**src/sv/hsfc_pkg.sv**
```systemverilog
// hsfc_pkg: shared types and constants for the half/single float converter
// stage records, classification codes and format constants
// no dependencies
package hsfc_pkg;

    typedef enum logic {
        CMD_H2S = 1'b0,
        CMD_S2H = 1'b1
    } cmd_t;

    // operand class, decided in the first stage
    typedef enum logic [2:0] {
        CLS_ZERO,
        CLS_SUB,
        CLS_NORM,
        CLS_INF,
        CLS_NAN
    } cls_t;

    localparam logic [7:0]  H2S_EXP_ADJ  = 8'd112;
    localparam logic [7:0]  H2S_SUB_BASE = 8'd113;
    localparam logic [9:0]  S2H_EXP_ADJ  = 10'd112;
    localparam logic [9:0]  S2H_SUB_TOP  = 10'd14;
    localparam logic [23:0] ROUND_BIAS   = 24'h000fff;
    localparam logic [23:0] HIDDEN_BIT   = 24'h800000;
    localparam logic [9:0]  QNAN_BIT     = 10'h200;
    localparam logic [4:0]  HALF_EXP_MAX = 5'd31;
    localparam logic [4:0]  HALF_EXP_TOP = 5'd30;
    localparam logic [4:0]  HALF_WIDTH_M = 5'd10;

    // after decode
    typedef struct packed {
        cmd_t        cmd;
        logic        sign;
        cls_t        cls;
        logic [4:0]  exp;
        logic [23:0] frac;
        logic [4:0]  shamt;
    } s1_t;

    // after shift / round add
    typedef struct packed {
        cmd_t        cmd;
        logic        sign;
        cls_t        cls;
        logic [7:0]  exp;
        logic [23:0] man;
        logic        rnd;
        logic        stk;
    } s2_t;

endpackage

```
**src/sv/half_single_float_converter.sv**
```systemverilog
// half_single_float_converter: binary16 <-> binary32 bit pattern conversion
// an accepted beat passes stages 1, 2 and 3 to the result; one beat per cycle while result_stall is low
// each of the three stages loads when empty or when the stage after it moves
// reset (rst_n low, asynchronous) empties all stages; payload is not reset
// item_stall rises only when all three stages hold beats and result_stall is high
// depends on hsfc_pkg
module half_single_float_converter (
    input  logic        clk,
    input  logic        rst_n,
    input  logic        item_valid,
    output logic        item_stall,
    input  logic        command,
    input  logic [31:0] operand,
    output logic        result_valid,
    input  logic        result_stall,
    output logic [31:0] converted
);
    import hsfc_pkg::*;

    // stage valids and payload registers
    logic        v1_reg, v2_reg, v3_reg;
    s1_t         s1_reg, s1_next;
    s2_t         s2_reg, s2_next;
    logic [31:0] conv_reg, conv_next;
    cmd_t        cmd3_reg;

    // per-stage load enables, a stage moves when it is empty or its successor moves
    logic ready1, ready2, ready3;

    assign ready3 = !v3_reg || !result_stall;
    assign ready2 = !v2_reg || ready3;
    assign ready1 = !v1_reg || ready2;

    assign item_stall   = !ready1;
    assign result_valid = v3_reg;
    assign converted    = conv_reg;

    // ---------------- stage 1: unpack and classify ----------------
    logic [4:0]        lz_shift;
    logic              lz_found;
    logic [7:0]        bexp;
    logic [22:0]       f23;
    logic signed [9:0] e_s;
    logic signed [9:0] sh_full;

    // shift that brings the leading one of a subnormal half fraction to bit 10
    always_comb
    begin
        lz_shift = HALF_WIDTH_M;
        lz_found = 1'b0;
        for (int i = 9; i >= 0; i--)
        begin
            if (!lz_found && operand[i])
            begin
                lz_shift = 5'(10 - i);
                lz_found = 1'b1;
            end
        end
    end

    assign bexp    = operand[30:23];
    assign f23     = operand[22:0];
    assign e_s     = $signed({2'b00, bexp}) - $signed(S2H_EXP_ADJ);
    assign sh_full = $signed(S2H_SUB_TOP) - e_s;

    always_comb
    begin
        s1_next       = '0;
        s1_next.cmd   = cmd_t'(command);
        if (cmd_t'(command) == CMD_H2S)
        begin
            // upper 16 operand bits are ignored in this direction
            s1_next.sign  = operand[15];
            s1_next.exp   = operand[14:10];
            s1_next.frac  = {14'b0, operand[9:0]};
            s1_next.shamt = lz_shift;
            if (operand[14:10] == 5'd0)
                s1_next.cls = (operand[9:0] == 10'd0) ? CLS_ZERO : CLS_SUB;
            else if (operand[14:10] == HALF_EXP_MAX)
                s1_next.cls = CLS_NAN;      // inf and nan both keep the payload
            else
                s1_next.cls = CLS_NORM;
        end
        else
        begin
            s1_next.sign = operand[31];
            s1_next.frac = {1'b0, f23};
            if (bexp == 8'hff)
                s1_next.cls = (f23 != 23'd0) ? CLS_NAN : CLS_INF;
            else if (e_s >= 10'sd31)
                s1_next.cls = CLS_INF;      // overflow
            else if (e_s < -10'sd10)
                s1_next.cls = CLS_ZERO;     // below half the smallest subnormal
            else if (e_s <= 10'sd0)
            begin
                // subnormal half: hidden bit made explicit, shift of 14..24
                s1_next.cls   = CLS_SUB;
                s1_next.frac  = HIDDEN_BIT | {1'b0, f23};
                s1_next.shamt = sh_full[4:0];
            end
            else
            begin
                s1_next.cls = CLS_NORM;
                s1_next.exp = e_s[4:0];
            end
        end
    end

    // ---------------- stage 2: normalize shift, align and round add ----------------
    logic [20:0] h_shifted;
    logic [23:0] sub_mask;
    logic [4:0]  rnd_pos;

    assign h_shifted = {11'b0, s1_reg.frac[9:0]} << s1_reg.shamt;
    assign rnd_pos   = s1_reg.shamt - 5'd1;
    assign sub_mask  = (24'd1 << rnd_pos) - 24'd1;

    always_comb
    begin
        s2_next      = '0;
        s2_next.cmd  = s1_reg.cmd;
        s2_next.sign = s1_reg.sign;
        s2_next.cls  = s1_reg.cls;
        s2_next.man  = s1_reg.frac;
        if (s1_reg.cmd == CMD_H2S)
        begin
            case (s1_reg.cls)
                CLS_SUB:
                begin
                    s2_next.man = {14'b0, h_shifted[9:0]};
                    s2_next.exp = H2S_SUB_BASE - {3'b0, s1_reg.shamt};
                end
                CLS_NORM: s2_next.exp = {3'b0, s1_reg.exp} + H2S_EXP_ADJ;
                CLS_NAN:  s2_next.exp = 8'hff;
                default:  s2_next.exp = 8'd0;
            endcase
        end
        else
        begin
            s2_next.exp = {3'b0, s1_reg.exp};
            case (s1_reg.cls)
                CLS_SUB:
                begin
                    s2_next.man = s1_reg.frac >> s1_reg.shamt;
                    s2_next.rnd = s1_reg.frac[rnd_pos];
                    s2_next.stk = |(s1_reg.frac & sub_mask);
                end
                CLS_NORM:
                    // nearest even: bias plus the lsb that survives the cut
                    s2_next.man = s1_reg.frac + ROUND_BIAS + {23'b0, s1_reg.frac[13]};
                default: s2_next.man = s1_reg.frac;
            endcase
        end
    end

    // ---------------- stage 3: final increment and pack ----------------
    logic [10:0] kept_r;
    logic [4:0]  exp_inc;

    assign kept_r  = s2_reg.man[10:0]
                   + {10'b0, s2_reg.rnd && (s2_reg.stk || s2_reg.man[0])};
    assign exp_inc = s2_reg.exp[4:0] + 5'd1;

    always_comb
    begin
        conv_next = '0;
        if (s2_reg.cmd == CMD_H2S)
        begin
            case (s2_reg.cls)
                CLS_ZERO: conv_next = {s2_reg.sign, 31'b0};
                default:  conv_next = {s2_reg.sign, s2_reg.exp, s2_reg.man[9:0], 13'b0};
            endcase
        end
        else
        begin
            case (s2_reg.cls)
                CLS_NAN:
                    conv_next = {16'b0, s2_reg.sign, HALF_EXP_MAX,
                                 s2_reg.man[22:13] | QNAN_BIT};
                CLS_INF:
                    conv_next = {16'b0, s2_reg.sign, HALF_EXP_MAX, 10'b0};
                CLS_SUB:
                    // a carry into bit 10 lands on the smallest normal
                    conv_next = {16'b0, s2_reg.sign, 4'b0, kept_r};
                CLS_NORM:
                begin
                    if (s2_reg.man[23])
                    begin
                        // carry out of the fraction bumps the exponent
                        if (s2_reg.exp[4:0] == HALF_EXP_TOP)
                            conv_next = {16'b0, s2_reg.sign, HALF_EXP_MAX, 10'b0};
                        else
                            conv_next = {16'b0, s2_reg.sign, exp_inc, 10'b0};
                    end
                    else
                        conv_next = {16'b0, s2_reg.sign, s2_reg.exp[4:0],
                                     s2_reg.man[22:13]};
                end
                default:
                    conv_next = {16'b0, s2_reg.sign, 15'b0};
            endcase
        end
    end

    // ---------------- registers ----------------
    always_ff @(posedge clk or negedge rst_n)
    begin
        if (!rst_n)
        begin
            v1_reg <= 1'b0;
            v2_reg <= 1'b0;
            v3_reg <= 1'b0;
        end
        else
        begin
            if (ready1)
                v1_reg <= item_valid;
            if (ready2)
                v2_reg <= v1_reg;
            if (ready3)
                v3_reg <= v2_reg;
        end
    end

    always_ff @(posedge clk)
    begin
        if (ready1 && item_valid)
            s1_reg <= s1_next;
        if (ready2 && v1_reg)
            s2_reg <= s2_next;
        if (ready3 && v2_reg)
        begin
            conv_reg <= conv_next;
            cmd3_reg <= s2_reg.cmd;
        end
    end

    // ---------------- assertions ----------------
    a_stage_moves : assert property (@(posedge clk) disable iff (!rst_n)
        (v1_reg && ready2) |=> v2_reg)
        else $error("stage 1 beat lost on advance");

    a_stall_only_full : assert property (@(posedge clk) disable iff (!rst_n)
        item_stall |-> (v1_reg && v2_reg && v3_reg && result_stall))
        else $error("input stalled with a free stage");

    a_half_zero_ext : assert property (@(posedge clk) disable iff (!rst_n)
        (result_valid && cmd3_reg == CMD_S2H) |-> (converted[31:16] == 16'd0))
        else $error("half result not zero-extended");

    a_sub_shift : assert property (@(posedge clk) disable iff (!rst_n)
        (v1_reg && s1_reg.cmd == CMD_S2H && s1_reg.cls == CLS_SUB)
            |-> (s1_reg.shamt >= 5'd14 && s1_reg.shamt <= 5'd24))
        else $error("subnormal shift out of range");

endmodule
```
**config.mk**
```make
export PLATFORM = sky130hd
export DESIGN_NAME = half_single_float_converter
export DESIGN_NICKNAME = d
export VERILOG_FILES = /design/src/sv/hsfc_pkg.sv /design/src/sv/half_single_float_converter.sv
export SDC_FILE = /design/constraint.sdc
export NUM_CORES = 1
export LEC_CHECK = 0
export ABC_AREA = 1
export BUFFER_PORTS_ARGS = -buffer_cell sky130_fd_sc_hd__buf_2
export CAP_MARGIN = 30
export CORE_MARGIN = 2
export CORE_UTILIZATION = 35
export DETAILED_ROUTE_END_ITERATION = 8
export GPL_ROUTABILITY_DRIVEN = 0
export GPL_TIMING_DRIVEN = 0
export PLACE_DENSITY = 0.62
export SLEW_MARGIN = 5
export SYNTH_ARGS = -nofsm -noshare
export SYNTH_HDL_FRONTEND = slang
export SYNTH_SLANG_ARGS = --single-unit
```
**constraint.sdc**
```tcl
create_clock -name clk -period 7.5 [get_ports clk]
set_input_delay 0.75 -clock clk [delete_from_list [all_inputs] [get_ports clk]]
set_output_delay 0.75 -clock clk [all_outputs]
set_load 0.01 [all_outputs]
```
After elaboration in Yosys (flattened, before gate mapping)
Cells that the tools add are included.
{"block": "op_classes", "add_sub_neg": 10, "order_cmp": 4, "eq_ne": 10, "shifts": 3, "n_mux": 44, "bitwise_logic": 2, "n_reduce_logical": 38}
{"op": "two-way mux 34 bit", "n": 3}
{"op": "case mux 15 bit (4 select lines)", "n": 1}
{"op": "two-way mux 29 bit", "n": 2}
{"op": "case mux 24 bit (2 select lines)", "n": 1}
{"op": "two-way mux 5 bit", "n": 8}
{"op": "two-way mux 38 bit", "n": 1}
{"op": "two-way mux 32 bit", "n": 1}
{"op": "two-way mux 31 bit", "n": 1}
{"op": "two-way mux 15 bit", "n": 2}
{"op": "adder 24 x 1 -> 24 bit", "n": 1}
{"op": "adder 24 x 12 -> 24 bit, second input constant", "n": 1}
{"op": "bitwise AND 24 bit", "n": 1}
{"op": "two-way mux 24 bit", "n": 1}
{"op": "case mux 8 bit (3 select lines)", "n": 1}
{"op": "OR reduction 24 bit", "n": 1}
{"op": "left shift 1 x 5 -> 24 bit, first input constant", "n": 1}
{"op": ">> shifter 24 x 5 -> 24 bit", "n": 1}
{"op": "subtractor 24 x 1 -> 24 bit, second input constant", "n": 1}
{"op": "nonzero test 23 bit", "n": 1}
{"op": "logical NOT 1 bit", "n": 14}
{"op": "logical AND 1 bit", "n": 13}
{"op": "two-way mux 3 bit", "n": 4}
{"op": "two-way mux 4 bit", "n": 3}
{"op": "adder 11 x 1 -> 11 bit", "n": 1}
{"op": "26 further kinds", "n": 46}
{"block": "word_totals", "regBits": 113, "inputBits": 37, "output_inout_bits": 34, "word_cells": 131}

Depth between registers and ports, before layout
Gate-level depths: netlist of the first run.
{"block": "logic_depth", "word_depth": 29, "mapped_depth": 24, "depth_no_buf": 20}

Least setup slack after synthesis of the first run
No wires, ideal clock.
{"block": "synth_timing", "kind": "reg2reg", "from": "register s1_reg[1] (netlist name)", "to": "register s2_reg[0] (netlist name), data pin", "setup_time_ps": 259, "arrival_ps": 3225, "required_ps": 7241, "slack_ps": 4016, "stages_incl_launch_ff": 23, "n_path_buf": 4, "period_less_slack_ps": 3484, "path_cell_list": "edfxtp_1 -> clkbuf_1 -> inv_1 -> clkbuf_1 -> buf_1 -> ha_1 -> inv_2 -> nand2_1 -> nand2_2 -> nor2_1 -> nand2_2 -> ha_1 -> nand3_2 -> nor2_1 -> buf_4 -> nand2_1 -> nand2_1 -> nand3_1 -> nand2_1 -> nor2_1 -> nand3_1 -> nor2_1 -> nor2_1"}
{"block": "synth_via", "elab_chain_len": 5}
{"element": "from (decl)", "line": "half_single_float_converter.sv:22", "source": "s1_t s1_reg, s1_next;"}
{"element": "from (signal assigned)", "line": "half_single_float_converter.sv:228", "source": "s1_reg <= s1_next;"}
{"element": "subtractor 5 x 1 -> 5 bit", "line": "half_single_float_converter.sv:115", "source": "assign rnd_pos = s1_reg.shamt - 5'd1;"}
{"element": "left shift 1 x 5 -> 24 bit", "line": "half_single_float_converter.sv:116", "source": "assign sub_mask = (24'd1 << rnd_pos) - 24'd1;"}
{"element": "subtractor 24 x 1 -> 24 bit", "line": "half_single_float_converter.sv:116"}
{"element": "bitwise AND 24 bit", "line": "half_single_float_converter.sv:146", "source": "s2_next.stk = |(s1_reg.frac & sub_mask);"}
{"element": "OR reduction 24 bit", "line": "half_single_float_converter.sv:146"}
{"element": "to (signal assigned)", "line": "half_single_float_converter.sv:230", "source": "s2_reg <= s2_next;"}
{"element": "to (decl)", "line": "half_single_float_converter.sv:23", "source": "s2_t s2_reg, s2_next;"}
No other way between the ends.
A chain may end at the register's enable or synchronous reset.

Worst setup path in the final report of the first run
Ends and elaborated chain as after synthesis.

==> results of run 1 <==
## cell usage after synthesis (4+ instances only)
master,n
a21oi_1,56
a31oi_1,13
a32o_1,4
a32oi_1,7
buf_4,5
clkbuf_1,28
edfxtp_1,108
ha_1,18
inv_1,153
inv_2,11
mux2i_1,4
nand2_1,279
nand2_2,10
nand3_1,75
nand4_1,13
nor2_1,123
nor2_4,5
nor3_1,22
nor4_1,7
o211ai_1,11
o21a_1,7
o21ai_0,105
o21ai_1,9
o221ai_1,8
o22ai_1,14
o311ai_0,4
o31ai_1,4
o32ai_1,5
o41ai_1,4
xor2_1,10
## power breakdown
group / leakage, nW / internal, mW / switching (mW)
clock network: 0.156 / 0.297 / 0.216
registers: 1.10 / 0.759 / 0.0508
logic: 3.05 / 0.171 / 0.366
total: 4.31 / 1.23 / 0.632
## cells by family (layout without fill, tap and decap cells)
kind of cell / count (synthesis) / after routing / share of synthesized area [%]
AO/OA/AOI/OAI: 266 / 266 / 18.8
AND/OR/NAND/NOR: 552 / 552 / 28.1
multiplexers: 4 / 4 / 0.473
XOR/XNOR: 11 / 11 / 1.14
buffers and inverters: 206 / 295 / 9.63
adder cells (fa/ha/maj): 18 / 18 / 2.66
flip-flops: 111 / 111 / 39.2
## worst max-delay path, cell delays in order, from the launching register on
cell	delay, ns
edfxtp_1	0.53
clkbuf_1	0.22
inv_1	0.09
clkbuf_1	0.41
buf_1	0.72
ha_1	0.42
inv_2	0.06
nand2_1	0.07
nand2_2	0.09
nor2_1	0.50
nand2_2	0.19
ha_1	0.26
nand3_2	0.14
nor2_1	0.09
buf_4	0.18
nand3_1	0.09
nand2_1	0.05
nand3_1	0.06
nand2_1	0.06
nor2_1	0.12
nand2_1	0.09
nor2_1	0.13
nor2_1	0.09
## cell type report
class	instances	share of cell area [%]
clock inverter	5	0.922
buffer	39	1.96
sequential	111	34.5
inverter	167	6.51
multi-input combinational	851	45.3
clock buffer	11	2.42
timing repair buffer	73	4.34
tap	319	4.14
## worst max path at each step
stage	startpoint	endpoint	depth (start not counted)
3_3_place_gp	s1_reg[1]	s2_reg[0]	22
6_report	s1_reg[1]	s2_reg[0]	22
2_1_floorplan	s1_reg[1]	s2_reg[0]	22
5_1_grt	s1_reg[1]	s2_reg[0]	22
4_1_cts	s1_reg[1]	s2_reg[0]	22
3_5_place_dp	s1_reg[1]	s2_reg[0]	22
## cells in the final DEF, fill, tap and decap left out, types with 4 or more instances in the layout
cell type,instances
nor2_1,122
xor2_1,10
o21ai_0,105
edfxtp_1,108
clkbuf_1,30
nand2_2,10
o41ai_1,4
a32o_1,4
o22ai_1,14
nand4_1,13
a31oi_1,13
o21ai_1,9
inv_1,153
nor2_4,6
o221ai_1,8
a21oi_1,55
buf_2,71
ha_1,18
o311ai_0,4
nand3_1,75
mux2i_1,4
o21a_1,7
nor4_1,7
a32oi_1,7
nand2_1,279
o31ai_1,4
inv_2,11
nor3_1,22
o32ai_1,5
buf_4,5
clkbuf_16,9
o211ai_1,11
## through the flow
step | std cells | setup WS (ns) | hold WS [ns] | util (%)
CTS | 1576 | 2.76 | 0.157 | 40.8
detailed placement | 1560 | 2.79 | 0.420 | 39.4
finish | 1576 | 2.58 | 0.175 | 40.8
global route | 1576 | 2.37 | 0.164 | 40.8
floorplan | 1168 | 4.02 | 0.400 | -
global placement | 1557 | 2.75 | 0.405 | 39.1
## metal layers
metal	share of wire, %	wire length (um)	global-route usage (%)
met1	43	11700	28.5
met2	43	11700	33.2
met3	9.3	2560	4.06
met4	5.6	1540	11.5
met5	0	0	0
==> impl_metrics.csv, run 1 <==
group,metric,value,unit
status,status,"finished, final reports clean",
finish,largest_reg_flops,39,
setup_path,r2r-end,"s2_reg[0]",
drt,dr.pass1.iters,6,
setup_path,end_kind,"flop",
floorplanning,initial_core_util,35.9,%
finish,fin_area,0.00963,mm2
setup_path,critical_path_class,"flop to flop",
drt,drc,0,
clock_network,cts.clk_slew.worst_paths,0.07,ns
synth,yosys-top-cells-area,"edfxtp_1, nand2_1, inv_1",
power_and_ir_drop,vdd_ir_drop_max,0.119,mV
placed_design,place_hpwl,21500,um
sta,drv_slew,0,
global_route,grt_use_total,21.5,%
drt,postRouteAntennaNets,0,
synth,yosys_warnings,0,
placed_design,dpl_cell_area,0.00931,mm2
setup_path,reg2reg_from,"s1_reg[1]",
global_route,grt_max_degree,34,
clock_network,clock-sinks,111,
synth,async_reset_ff_share,2.70,%
floorplanning,num_io_pins,71,
sta,setup_viol,0,
setup_path,crit_arrival,5.00,ns
drt,vias_per_cell,5.50,
synth,avgSynthCellArea,7.25,um2
finish,drive_gt1_share,10.9,%
sta,period_share,65.6,%
power_and_ir_drop,power_density,193,mW/mm2
synth,synth_area_leader_cell,"edfxtp_1",
floorplanning,die_y,160,um
drt,routed_wl,27500,um
clock_network,cts_root_buffer,"clkbuf_16",
floorplanning,die_area,0.0255,mm2
sta,tightest_slew,0.877,ns
clock_network,hold_buffers,0,
synth,syn_inst,1168,
synth,ys_ff_latch,111,
global_route,grt_pass1_vias,8083,
sta,rsz0062_at_grt,"no",
finish,n_antenna_cell,0,
clock_network,clock_path_buffers,2,
synth,syn_nets,1223,
finish,num-nets-final,1307,
global_route,overflow,0,
global_route,grt_pass1_wl,43200,um
drt,wl_per_cell,17.4,um
sta,period_needed,4.92,ns
clock_network,cts_resized,0,
synth,synthFlopType,"edfxtp_1",
clock_network,numCtsBuffers,9,
power_and_ir_drop,power_leakage,4.31,nW
synth,ys_seq_area_share,39.2,%
finish,fillerInstances,2477,
drt,drt_iter0_markers,984,
setup_path,start_kind,"flop",
placed_design,port_buffers,70,
sta,relSlewSlack,41.5,%
floorplanning,core,0.0236,mm2
floorplanning,die_w,160,um
synth,synth_edf_count,108,
clock_network,clk_latency,0.35,ns
clock_network,post_cts_buffers,0,
finish,area_growth,13.7,%
setup_path,ff2ff_setup_slack,2.58,ns
hold_path,hp-class,"primary input to asynchronous set/reset pin",
floorplanning,core.rowCount,56,
setup_path,ff2ff_path_depth,22,
global_route,antenna_found_initial,0,
synth,synth_area,0.00847,mm2
setup_path,cp_max_fo,14,
clock_network,cts_tree,"built",
run,drv_cap,0,
power_and_ir_drop,power,1.86,mW
sta,timing.fmax,203,MHz
setup_path,cp.required,7.58,ns
finish,multiInputGateArea,0.00436,mm2
finish,regArea,0.00332,mm2
sta,tns,0,ns
sta,hold_viol,0,
synth,synthDistinctLibCells,53,
clock_network,htreeDepth,3,
drt,vias,8675,
sta,fin_skew,0.0105,ns
synth,synth_top_area_share,38.3,%
(Power assumes the default switching activity.)
==> run 2, diff against run 1 <==
Settings changed: PLACE_DENSITY 0.62 to 0.64.
Clock period 7.5 ns to 4 ns, I/O delays scaled along.
==> impl_metrics.csv, run 2 (synthesized netlist as in run 1, its figures left out) <==
group,metric,value,unit
setup_path,crit_path_cell_trace,"inv_2 -> buf_2 -> ha_1 -> nand2_1 -> nand2_1 -> nand2_1 -> nand2_2 -> nor2_4 -> nand2_2 -> ha_1 -> nand3_2 -> nor2_1 -> buf_4 -> nand3b_1 -> nand3_1 -> nand2_1 -> nor2_1 -> nand3_1 -> nor2_1 -> nor2_1",
drt,drc,0,
sta,rsz0062_at_grt,"no",
placed_design,dpl_cell_area,0.00931,mm2
clock_network,cts.clk_slew.worst_paths,0.08,ns
global_route,met3_usage,4.25,%
finish,area_growth,14.0,%
setup_path,critical_path_class,"flop to flop",
clock_network,cts_tree,"built",
global_route,antenna_found_initial,0,
setup_path,cpLargestDelayFamily,"simple AND/OR/NAND/NOR gates",
setup_path,worst-path-buf-inv,3,
sta,tightest_slew,0.840,ns
sta,fin_hold_ws,0.246,ns
power_and_ir_drop,power_density,357,mW/mm2
finish,drive_gt1_share,11.8,%
clock_network,htreeDepth,3,
floorplanning,die_y,160,um
global_route,grt_max_degree,35,
drt,postRouteAntennaNets,0,
sta,setup_viol,0,
floorplanning,initial_core_util,35.9,%
sta,period_share,94.9,%
sta,period_needed,3.80,ns
drt,routed_wl,26900,um
global_route,gr-usage-met1,27.6,%
global_route,grt.busiest_layer,"met2",
finish,final_common_cell,"nand2_1",
clock_network,clock-sinks,111,
floorplanning,num_io_pins,71,
floorplanning,core.rowCount,56,
global_route,overflow,0,
drt,wl_per_cell,17.1,um
floorplanning,core,0.0236,mm2
sta,relSlewSlack,43.3,%
setup_path,max_stage_delay,0.51,ns
power_and_ir_drop,power_leakage,4.31,nW
sta,timing.fmax,263,MHz
global_route,use_met2,33.2,%
setup_path,crit_arrival,3.91,ns
clock_network,clock_path_buffers,2,
setup_path,start_kind,"flop",
floorplanning,die_w,160,um
finish,final_cell_mix,"nand2_1, inv_1, nor2_1",
status,status,"finished, final reports clean",
floorplanning,die_area,0.0255,mm2
clock_network,clk_latency,0.37,ns
finish,final_util,40.9,%
power_and_ir_drop,vdd_ir_drop_max,0.184,mV
finish,n_antenna_cell,0,
sta,fin_skew,0.0105,ns
placed_design,dp_slack,-0.669,ns
hold_path,hp-class,"primary input to flop",
drt,drt_iter0_markers,1132,
drt,dr.pass1.iters,7,
sta,hold_viol,0,
drt,vias_per_cell,5.53,
placed_design,place_hpwl,21100,um
finish,fin_area,0.00966,mm2
placed_design,port_buffers,70,
sta,drv_slew,0,
global_route,grt_use_total,20.9,%
clock_network,numCtsBuffers,9,
setup_path,cp_max_fo,11,
setup_path,cp.required,4.11,ns
sta,setup_ws,0.205,ns
drt,vias,8716,
clock_network,cts_root_buffer,"clkbuf_16",
global_route,grt_pass1_vias,7964,
finish,largest_reg_flops,39,
setup_path,crit_slowest_cell,"edfxtp_1",
run,drv_cap,0,
global_route,grt_pass1_wl,42200,um
finish,num-nets-final,1307,
setup_path,end_kind,"flop",
## run 2: where the power goes
part	total [mW]	switching, mW	internal [mW]
Sequential	1.51	0.0899	1.42
Clock	0.924	0.428	0.496
Combinational	1.01	0.684	0.325
## run 2: repair_timing
item / CTS / global route
hold buffers: 1 / 0
setup buffers: 0 / 2
setup endpoints to repair: 1 / 1
endpoints found under the hold margin: 3 / 0
gates resized for setup: 6 / 6
## run 2: area by class of cell
cell class                 instances  area (um2)
fill                            2490       14000
multi-input combinational        851        4380
sequential                       111        3320
inverter                         167         628
timing repair buffer              76         443
tap                              319         399
clock buffer                      10         229
buffer                            36         186
clock inverter                     6        78.8
## run 2: path summary, 6_finish.rpt
kind                       startpoint    endpoint  slack (ns)  cells after the start
setup / recovery            s1_reg[2]   s2_reg[0]        0.20                     20
hold / removal             operand[8]  s1_reg[13]        0.25                      1
setup reg to reg            s1_reg[2]   s2_reg[0]        0.20                     20
hold reg to reg            s1_reg[37]  s2_reg[37]        0.42                      0
max in group asynchronous       rst_n      v1_reg        3.54                      2
min in group asynchronous       rst_n      v2_reg        0.36                      2
## run 2: per-layer routing
metal | up-vias | part of all wire [%]
met1 | 3953 | 42
li1 | 4169 | -
met3 | 90 | 9.6
met4 | 0 | 4.3
met5 | - | 0
met2 | 504 | 44
## run 2: metrics by stage
stage | power, mW | cells | TNS [ns]
2_1_floorplan | 2.18 | 1168 | 0
3_3_place_gp | 2.49 | 1557 | -0.657
3_5_place_dp | 2.51 | 1560 | -0.669
4_1_cts | 3.43 | 1575 | 0
5_1_grt | 3.62 | 1576 | 0
6_report | 3.45 | 1576 | 0
